### config.mk
export PLATFORM = sky130hd
export DESIGN_NAME = gregorian_date_step_and_weekday_core
export DESIGN_NICKNAME = d
export VERILOG_FILES = /design/src/design/gdsw_pkg.sv /design/src/design/gregorian_date_step_and_weekday_core.sv
export SDC_FILE = /design/constraint.sdc
export NUM_CORES = 1
export LEC_CHECK = 0
export BUFFER_PORTS_ARGS = -buffer_cell sky130_fd_sc_hd__buf_2
export CAP_MARGIN = 20
export CORE_MARGIN = 3
export CORE_UTILIZATION = 60
export CTS_CLUSTER_SIZE = 8
export DETAILED_ROUTE_END_ITERATION = 10
export PLACE_DENSITY = 0.85
export REMOVE_ABC_BUFFERS = 1
export SYNTH_ARGS = -nofsm -noshare
export SYNTH_HDL_FRONTEND = slang
export SYNTH_SLANG_ARGS = --single-unit
### constraint.sdc
create_clock -name clk -period 15.57 [get_ports clk]
set_clock_uncertainty 0.2 [all_clocks]
set_input_delay 0.7785 -clock clk [delete_from_list [all_inputs] [get_ports clk]]
set_output_delay 0.7785 -clock clk [all_outputs]
set_load 0.02 [all_outputs]
### src/design/gdsw_pkg.sv
// Shared widths, constants and calendar lookup functions for the Gregorian
// date step and weekday core. No dependencies.
package gdsw_pkg;

    localparam int YEAR_W  = 14;
    localparam int MONTH_W = 4;
    localparam int DAY_W   = 5;
    localparam int WDAY_W  = 3;

    typedef logic [YEAR_W-1:0]  year_t;
    typedef logic [MONTH_W-1:0] month_t;
    typedef logic [DAY_W-1:0]   day_t;
    typedef logic [WDAY_W-1:0]  wday_t;

    localparam year_t  YEAR_MAX  = 14'd9999;
    localparam month_t MONTH_JAN = 4'd1;
    localparam month_t MONTH_DEC = 4'd12;
    localparam day_t   DOM_FIRST = 5'd1;
    localparam wday_t  WDAY_SUN  = 3'd7;

    // floor(x / 100) = (x * 5243) >> 19 for x below 43699
    localparam int          DIV100_SH  = 19;
    localparam logic [12:0] DIV100_MUL = 13'd5243;
    localparam int          PROD100_W  = 27;

    // floor(x / 7) = (x * 37450) >> 18 for x below 43690
    localparam int          DIV7_SH  = 18;
    localparam logic [15:0] DIV7_MUL = 16'd37450;
    localparam int          PROD7_W  = 31;

    // Day count modulo 7 width (sum of year and day-of-year terms)
    localparam int CNT_W = 15;

    // Length of a month, 0 for a month number that does not exist
    function automatic day_t month_len(input month_t m, input logic leap);
        day_t len;
        case (m) inside
            4'd1, 4'd3, 4'd5, 4'd7, 4'd8, 4'd10, 4'd12: len = 5'd31;
            4'd4, 4'd6, 4'd9, 4'd11:                    len = 5'd30;
            4'd2:                                       len = leap ? 5'd29 : 5'd28;
            default:                                    len = 5'd0;
        endcase
        return len;
    endfunction

    // Days in the year before the first of month m
    function automatic logic [8:0] days_before(input month_t m, input logic leap);
        logic [8:0] n;
        case (m)
            4'd1:    n = 9'd0;
            4'd2:    n = 9'd31;
            4'd3:    n = 9'd59;
            4'd4:    n = 9'd90;
            4'd5:    n = 9'd120;
            4'd6:    n = 9'd151;
            4'd7:    n = 9'd181;
            4'd8:    n = 9'd212;
            4'd9:    n = 9'd243;
            4'd10:   n = 9'd273;
            4'd11:   n = 9'd304;
            4'd12:   n = 9'd334;
            default: n = 9'd0;
        endcase
        if (leap && (m > 4'd2))
        begin
            n = n + 9'd1;
        end
        return n;
    endfunction

endpackage

### src/design/gregorian_date_step_and_weekday_core.sv
// Gregorian date step and weekday core: validity, following day, weekday and
// next Monday of one date per cycle. Depends on gdsw_pkg.
//
//  channel | ports                                   | marker
//  --------+-----------------------------------------+------------------------
//  in      | in_year, in_month, in_day               | start && !busy
//  out     | date_valid, next_year, next_month,       | done, one cycle
//          | next_dom, weekday, monday_year,          |
//          | monday_month, monday_dom, year_overflow  |
//
// One word enters per cycle; each result passes the input register, stages 2 to 4
// and the output registers. The stages are set by the two constant multiplies
// (divide by 100, then divide by 7 on the day count), each with a register after it.
// Reset clears the stage valid bits; busy is high only in the cycle after reset.
// Nothing stalls: done is a one-cycle strobe the receiver must take.
module gregorian_date_step_and_weekday_core (
    input  logic                                clk,
    input  logic                                rst_n,
    input  logic                                start,
    output logic                                busy,
    input  logic [gdsw_pkg::YEAR_W-1:0]         in_year,
    input  logic [gdsw_pkg::MONTH_W-1:0]        in_month,
    input  logic [gdsw_pkg::DAY_W-1:0]          in_day,
    output logic                                done,
    output logic                                date_valid,
    output logic [gdsw_pkg::YEAR_W-1:0]         next_year,
    output logic [gdsw_pkg::MONTH_W-1:0]        next_month,
    output logic [gdsw_pkg::DAY_W-1:0]          next_dom,
    output logic [gdsw_pkg::WDAY_W-1:0]         weekday,
    output logic [gdsw_pkg::YEAR_W-1:0]         monday_year,
    output logic [gdsw_pkg::MONTH_W-1:0]        monday_month,
    output logic [gdsw_pkg::DAY_W-1:0]          monday_dom,
    output logic                                year_overflow
);
    import gdsw_pkg::*;

    // stage valid bits
    logic busy_reg;
    logic v1_reg, v2_reg, v3_reg, v4_reg, done_reg;

    // stage 1: registered input word
    year_t  s1_year_reg;
    month_t s1_month_reg;
    day_t   s1_day_reg;

    // stage 2: divide-by-100 products
    year_t                s2_year_reg, s2_p_reg;
    month_t               s2_month_reg;
    day_t                 s2_day_reg;
    logic [PROD100_W-1:0] s2_prod_y_reg, s2_prod_p_reg;
    year_t                p_next;
    logic [PROD100_W-1:0] prod_y_next, prod_p_next;

    // stage 3: validity, day count, following day
    logic             s3_valid_reg, s3_ovf_reg;
    year_t            s3_year_reg, s3_ny_reg;
    month_t           s3_month_reg, s3_nm_reg;
    day_t             s3_day_reg, s3_dim_reg, s3_nd_reg;
    logic [CNT_W-1:0] s3_cnt_reg;
    logic [7:0]       q_y, q_p;
    logic [CNT_W-1:0] c100;
    logic             y_div100, leap;
    day_t             dim_next;
    logic             valid_next;
    logic [CNT_W-1:0] cnt_next;
    year_t            ny_next;
    month_t           nm_next;
    day_t             nd_next;
    logic             ovf_next;

    // stage 4: divide-by-7 product
    logic               s4_valid_reg, s4_ovf_reg;
    year_t              s4_year_reg, s4_ny_reg;
    month_t             s4_month_reg, s4_nm_reg;
    day_t               s4_day_reg, s4_dim_reg, s4_nd_reg;
    logic [CNT_W-1:0]   s4_cnt_reg;
    logic [PROD7_W-1:0] s4_prod7_reg;
    logic [PROD7_W-1:0] prod7_next;

    // stage 5: weekday, next Monday, output registers
    logic [12:0] q7;
    logic [15:0] rem7;
    wday_t       r7, wd_next;
    logic [3:0]  steps;
    logic [5:0]  msum;
    year_t       my_next;
    month_t      mm_next;
    day_t        md_next;
    logic        ovf_mon;

    logic   date_valid_reg, year_overflow_reg;
    year_t  next_year_reg, monday_year_reg;
    month_t next_month_reg, monday_month_reg;
    day_t   next_dom_reg, monday_dom_reg;
    wday_t  weekday_reg;

    // control: valid bits ride with the words
    always_ff @(posedge clk or negedge rst_n)
    begin
        if (!rst_n)
        begin
            busy_reg <= 1'b1;
            v1_reg   <= 1'b0;
            v2_reg   <= 1'b0;
            v3_reg   <= 1'b0;
            v4_reg   <= 1'b0;
            done_reg <= 1'b0;
        end
        else
        begin
            busy_reg <= 1'b0;
            v1_reg   <= start && !busy_reg;
            v2_reg   <= v1_reg;
            v3_reg   <= v2_reg;
            v4_reg   <= v3_reg;
            done_reg <= v4_reg;
        end
    end

    // stage 2 logic: y/100 and (y-1)/100 by reciprocal
    always_comb
    begin
        p_next      = s1_year_reg - 14'd1;
        prod_y_next = PROD100_W'(s1_year_reg) * PROD100_W'(DIV100_MUL);
        prod_p_next = PROD100_W'(p_next) * PROD100_W'(DIV100_MUL);
    end

    // stage 3 logic: leap year, validity, weekday count, following day
    always_comb
    begin
        q_y      = s2_prod_y_reg[DIV100_SH +: 8];
        q_p      = s2_prod_p_reg[DIV100_SH +: 8];
        c100     = CNT_W'(q_y) * CNT_W'(100);
        y_div100 = (CNT_W'(s2_year_reg) == c100);
        leap     = ((s2_year_reg[1:0] == 2'd0) && !y_div100)
                   || (y_div100 && (q_y[1:0] == 2'd0));
        dim_next = month_len(s2_month_reg, leap);
        valid_next = (s2_year_reg != 14'd0) && (s2_year_reg <= YEAR_MAX)
                     && (s2_month_reg != 4'd0) && (s2_month_reg <= MONTH_DEC)
                     && (s2_day_reg != 5'd0) && (s2_day_reg <= dim_next);

        // 365 is 1 mod 7, so the year term reduces to p + p/4 - p/100 + p/400
        cnt_next = CNT_W'(s2_p_reg) + CNT_W'(s2_p_reg[YEAR_W-1:2])
                   + CNT_W'(q_p[7:2]) + CNT_W'(days_before(s2_month_reg, leap))
                   + CNT_W'(s2_day_reg) - CNT_W'(q_p);

        ny_next  = s2_year_reg;
        nm_next  = s2_month_reg;
        nd_next  = s2_day_reg + 5'd1;
        ovf_next = 1'b0;
        if (s2_day_reg >= dim_next)
        begin
            nd_next = DOM_FIRST;
            if (s2_month_reg >= MONTH_DEC)
            begin
                nm_next  = MONTH_JAN;
                ny_next  = s2_year_reg + 14'd1;
                ovf_next = (s2_year_reg >= YEAR_MAX);
            end
            else
            begin
                nm_next = s2_month_reg + 4'd1;
            end
        end
    end

    // stage 4 logic: count / 7 by reciprocal
    assign prod7_next = PROD7_W'(s3_cnt_reg) * PROD7_W'(DIV7_MUL);

    // stage 5 logic: weekday and the Monday after it
    always_comb
    begin
        q7    = s4_prod7_reg[DIV7_SH +: 13];
        rem7  = 16'(s4_cnt_reg) - 16'(q7) * 16'd7;
        r7    = rem7[2:0];
        // day 1 of the count is a Monday
        wd_next = (r7 == 3'd0) ? WDAY_SUN : r7;
        steps   = 4'd8 - {1'b0, wd_next};
        msum    = 6'(s4_day_reg) + 6'(steps);

        my_next = s4_year_reg;
        mm_next = s4_month_reg;
        md_next = msum[DAY_W-1:0];
        ovf_mon = 1'b0;
        // at most seven days ahead, so one month rollover at most
        if (msum > 6'(s4_dim_reg))
        begin
            md_next = 5'(msum - 6'(s4_dim_reg));
            if (s4_month_reg >= MONTH_DEC)
            begin
                mm_next = MONTH_JAN;
                my_next = s4_year_reg + 14'd1;
                ovf_mon = (s4_year_reg >= YEAR_MAX);
            end
            else
            begin
                mm_next = s4_month_reg + 4'd1;
            end
        end
    end

    // datapath registers
    always_ff @(posedge clk)
    begin
        s1_year_reg   <= in_year;
        s1_month_reg  <= in_month;
        s1_day_reg    <= in_day;

        s2_year_reg   <= s1_year_reg;
        s2_month_reg  <= s1_month_reg;
        s2_day_reg    <= s1_day_reg;
        s2_p_reg      <= p_next;
        s2_prod_y_reg <= prod_y_next;
        s2_prod_p_reg <= prod_p_next;

        s3_valid_reg  <= valid_next;
        s3_year_reg   <= s2_year_reg;
        s3_month_reg  <= s2_month_reg;
        s3_day_reg    <= s2_day_reg;
        s3_dim_reg    <= dim_next;
        s3_cnt_reg    <= cnt_next;
        s3_ny_reg     <= ny_next;
        s3_nm_reg     <= nm_next;
        s3_nd_reg     <= nd_next;
        s3_ovf_reg    <= ovf_next;

        s4_valid_reg  <= s3_valid_reg;
        s4_year_reg   <= s3_year_reg;
        s4_month_reg  <= s3_month_reg;
        s4_day_reg    <= s3_day_reg;
        s4_dim_reg    <= s3_dim_reg;
        s4_cnt_reg    <= s3_cnt_reg;
        s4_ny_reg     <= s3_ny_reg;
        s4_nm_reg     <= s3_nm_reg;
        s4_nd_reg     <= s3_nd_reg;
        s4_ovf_reg    <= s3_ovf_reg;
        s4_prod7_reg  <= prod7_next;

        // output word, zeroed for an invalid date; the following day or Monday is zeroed past the year limit
        date_valid_reg    <= s4_valid_reg;
        year_overflow_reg <= s4_valid_reg && (s4_ovf_reg || ovf_mon);
        weekday_reg       <= s4_valid_reg ? wd_next : 3'd0;
        if (s4_valid_reg && !s4_ovf_reg)
        begin
            next_year_reg  <= s4_ny_reg;
            next_month_reg <= s4_nm_reg;
            next_dom_reg   <= s4_nd_reg;
        end
        else
        begin
            next_year_reg  <= 14'd0;
            next_month_reg <= 4'd0;
            next_dom_reg   <= 5'd0;
        end
        if (s4_valid_reg && !ovf_mon)
        begin
            monday_year_reg  <= my_next;
            monday_month_reg <= mm_next;
            monday_dom_reg   <= md_next;
        end
        else
        begin
            monday_year_reg  <= 14'd0;
            monday_month_reg <= 4'd0;
            monday_dom_reg   <= 5'd0;
        end
    end

    assign busy          = busy_reg;
    assign done          = done_reg;
    assign date_valid    = date_valid_reg;
    assign next_year     = next_year_reg;
    assign next_month    = next_month_reg;
    assign next_dom      = next_dom_reg;
    assign weekday       = weekday_reg;
    assign monday_year   = monday_year_reg;
    assign monday_month  = monday_month_reg;
    assign monday_dom    = monday_dom_reg;
    assign year_overflow = year_overflow_reg;

    // checks
    a_done_follows_start: assert property (@(posedge clk) disable iff (!rst_n)
        done |-> $past(start && !busy, 5))
        else $error("result strobe without a matching start");

    a_invalid_zero: assert property (@(posedge clk) disable iff (!rst_n)
        (done && !date_valid) |-> (weekday == 3'd0) && !year_overflow
                                  && (next_year == 14'd0) && (monday_year == 14'd0))
        else $error("invalid date with nonzero result fields");

    a_valid_weekday: assert property (@(posedge clk) disable iff (!rst_n)
        (done && date_valid) |-> (weekday != 3'd0) && (monday_dom != 5'd0 || year_overflow))
        else $error("valid date with no weekday or no Monday");

    a_next_present: assert property (@(posedge clk) disable iff (!rst_n)
        (done && date_valid && !year_overflow) |-> (next_year != 14'd0)
                                                   && (next_dom != 5'd0))
        else $error("following day missing without overflow");

endmodule

==> results.toml <==
[outcome]
status = "completed"

[global_routing]
grt_overflow = 0
grtUsageTotal_pct = 24.2
grt_max_degree = 21
antenna_found_initial = 0
grt_pass1_wl_um = 66300
grt_pass1_vias = 13827

[timing]
tightest_slew_ns = 1.04
fin_crit_ns = 7.36
hold_violations = 0
max_slew_margin_pct = 30.0
setup_slack_ns = 8.21
finalSetupViolCount = 0
post-route-period-util_pct = 47.3
fmax_mhz = 136
finalSetupTns_ns = 0
rsz0062_at_grt = "no"
slew_viol_final = 0

[worst_hold_path]
min_to = "s2_day_reg[0]"
worstHoldPathType = "register to register"
hold_path_startpoint = "s1_day_reg[0]"
min_path_cells = 0

[logic_synthesis]
yosysWarnings = 0
synth_edf_count = 0
syn_inst = 1797
synth.distinct_cells = 65
ys_seq_elements = 265
synth.cell_area_um2 = 19000
ys_seq_area_share_pct = 28.1
synth_ff_type = "dfxtp_1"
syn_area_per_cell_um2 = 10.5
async_flop_share_pct = 2.26

[detailed_routing]
drc = 0
ant_nets = 0
wl_um = 40000
drtPass1Iterations = 5
routedWlPerCell_um = 17.3
drtIter0Drc = 667
vias_per_cell = 5.54
vias = 12798

[finish]
drive_gt1_share_pct = 7.37
fin_util_pct = 67.8
n_antenna_cell = 0
area.growth.synth_to_final_pct = 10.2
largest_reg_flops = 15
nFillCells = 2134
nets = 2490

[worst_setup_path]
reg2reg_from = "s2_prod_y_reg[21]"
cp_max_fo = 9
worst_ep_required_time_ns = 15.80
cp.arrival_ns = 7.59
timing.rr.end = "s3_cnt_reg[14]"
rrSetupSlack_ns = 8.21
start_kind = "register"
cp-end-kind = "register"
ff2ff_path_depth = 25
path_class = "register to register"

[cts]
path_clk_slew_ns = 0.05
cts_tree = "built"
numCtsBuffers = 39
numClockSinks = 265
clk_latency_ns = 0.52
post-cts-setup-buffers = 0
htree_levels = 2
cts_buffer_depth = 3
clockRootBuffer = "clkbuf_16"

[die]
core_area_um2 = 30800
fp.dieArea_um2 = 33800
rows = 64
die_w_um = 184
boundaryPins = 79
start_util_pct = 61.5
fp.dieH_um = 184

[placed_design]
numPortBuffers = 78
dp_slack_ns = 8.31
hpwl_um = 31300
gp_congestion = 0.940

[flow_run]
maxCapViolCount = 0
-- routing by layer --
metal / GRT usage [%] / routed length, um / part of all wire [%] / vias to the layer above
li1: - / - / - / 6027
met1: 29.2 / 16100 / 40 / 6257
met2: 43.8 / 20600 / 51 / 406
met3: 4.08 / 2200 / 5.5 / 108
met4: 8.83 / 1150 / 2.9 / 0
met5: 0 / 0 / 0 / -
-- cells by family (layout without fill, tap and decap cells) --
group | Yosys count | in the layout | synth area share, %
buf+inv | 387 | 503 | 7.68
mux | 12 | 12 | 0.719
fa+ha+maj | 558 | 558 | 44.3
xor+xnor | 116 | 116 | 5.36
simple gates | 284 | 284 | 7.71
compound gates | 174 | 174 | 6.10
flops | 265 | 265 | 28.1
other cells | 1 | 1 | 0.0198
-- synthesized netlist by cell type, types with 3 or more instances --
master | instances | area [um^2]
a211oi_1 | 8 | 60.1
a21boi_0 | 4 | 30.0
a21o_1 | 17 | 128
a21oi_1 | 48 | 240
a221oi_1 | 3 | 26.3
a31oi_1 | 3 | 18.8
and2_1 | 32 | 200
and3_1 | 13 | 81.3
and4_1 | 3 | 26.3
clkbuf_1 | 14 | 52.6
dfrtp_1 | 5 | 125
dfxtp_1 | 259 | 5180
fa_1 | 188 | 3760
ha_1 | 370 | 4630
inv_1 | 370 | 1390
mux2_2 | 3 | 33.8
mux2i_1 | 8 | 80.1
nand2_1 | 52 | 195
nand2b_1 | 4 | 25.0
nand3_1 | 38 | 190
nand4_1 | 12 | 75.1
nor2_1 | 61 | 229
nor2b_1 | 11 | 68.8
nor3_1 | 22 | 110
nor3b_1 | 3 | 22.5
nor4_1 | 16 | 100
nor4b_1 | 4 | 35.0
o211ai_1 | 11 | 82.6
o21a_1 | 9 | 67.6
o21ai_0 | 35 | 175
o21bai_1 | 6 | 45.0
o22ai_1 | 3 | 18.8
o31ai_1 | 3 | 22.5
or3_1 | 6 | 37.5
xnor2_1 | 86 | 753
xor2_1 | 30 | 263
-- stage by stage --
stage / instances / hold WS (ns) / instance area, um^2
detailed placement: 2259 / 0.112 / 19800
global placement: 2258 / 0.111 / 19800
floorplan: 1780 / 0.110 / 18900
global route: 2309 / 0.126 / 20900
finish: 2309 / 0.120 / 20900
CTS: 2308 / 0.118 / 20900
-- how the worst max path moves through the flow --
stage                       from  slack (ns)  cells after the start             end
2_1_floorplan  s2_prod_y_reg[22]        8.86                     25  s3_cnt_reg[14]
3_3_place_gp   s2_prod_y_reg[22]        8.57                     25  s3_cnt_reg[14]
3_5_place_dp   s2_prod_y_reg[21]        8.31                     25  s3_cnt_reg[14]
4_1_cts        s2_prod_y_reg[21]        8.20                     25  s3_cnt_reg[14]
5_1_grt        s2_prod_y_reg[21]        7.80                     25  s3_cnt_reg[14]
6_report       s2_prod_y_reg[21]        8.21                     25  s3_cnt_reg[14]
-- cell usage in the layout (no fill, tap or decap), types with 3 or more instances in the layout --
master     Yosys  layout
a21o_1        17      17
xnor2_1       86      86
ha_1         370     370
nor4b_1        4       4
mux2i_1        8       8
and2_1        32      32
clkbuf_1      14       5
nor2_1        61      61
buf_2          2      78
o21a_1         9       9
and4_1         3       3
dfrtp_1        5       5
o21bai_1       6       6
mux2_2         3       3
nand3_1       38      38
a21boi_0       4       4
nor4_1        16      16
a21oi_1       48      48
inv_1        370     370
a31oi_1        3       3
clkbuf_16      0      39
a221oi_1       3       3
or3_1          6       6
o21ai_0       35      35
nand2b_1       4       4
o22ai_1        3       3
nand2_1       52      52
o211ai_1      11      11
fa_1         188     188
xor2_1        30      30
buf_4          0       5
and3_1        13      13
a211oi_1       8       8
nor3_1        22      22
o31ai_1        3       3
nand4_1       12      12
nor3b_1        3       3
nor2b_1       11      11
dfxtp_1      259     259
-- repair_timing --
item                      4_1_cts  5_1_grt
gates resized for setup         0        0
hold buffers                    1        0
hold endpoints to repair        5        0
-- worst max-delay path, cell delays in order (launching register included) --
cell,delay [ns]
dfxtp_1,0.41
ha_1,0.29
ha_1,0.34
fa_1,0.50
ha_1,0.38
xnor2_1,0.25
xnor2_1,0.11
nor4_1,0.36
nand4_1,0.22
nor4_4,0.50
nor3b_1,0.13
xnor2_1,0.19
fa_1,0.45
fa_1,0.49
fa_1,0.55
inv_1,0.04
ha_1,0.20
inv_1,0.07
fa_1,0.19
nor2b_1,0.06
o21ai_1,0.16
a21boi_1,0.13
o41a_1,0.35
a41o_1,0.27
o41ai_1,0.30
xnor2_1,0.16
-- final cells by class --
type | count | area, um^2 | area share (%)
multi-input combinational | 1145 | 12200 | 58.2
sequential | 265 | 5340 | 25.5
inverter | 370 | 1390 | 6.65
clock buffer | 46 | 1020 | 4.89
tap | 396 | 495 | 2.37
timing repair buffer | 85 | 449 | 2.15
clock inverter | 2 | 32.5 | 0.156
Power is left out: the tool's default activity adds up to more than one toggle a clock period on the data nets, which glitch-free logic cannot reach.
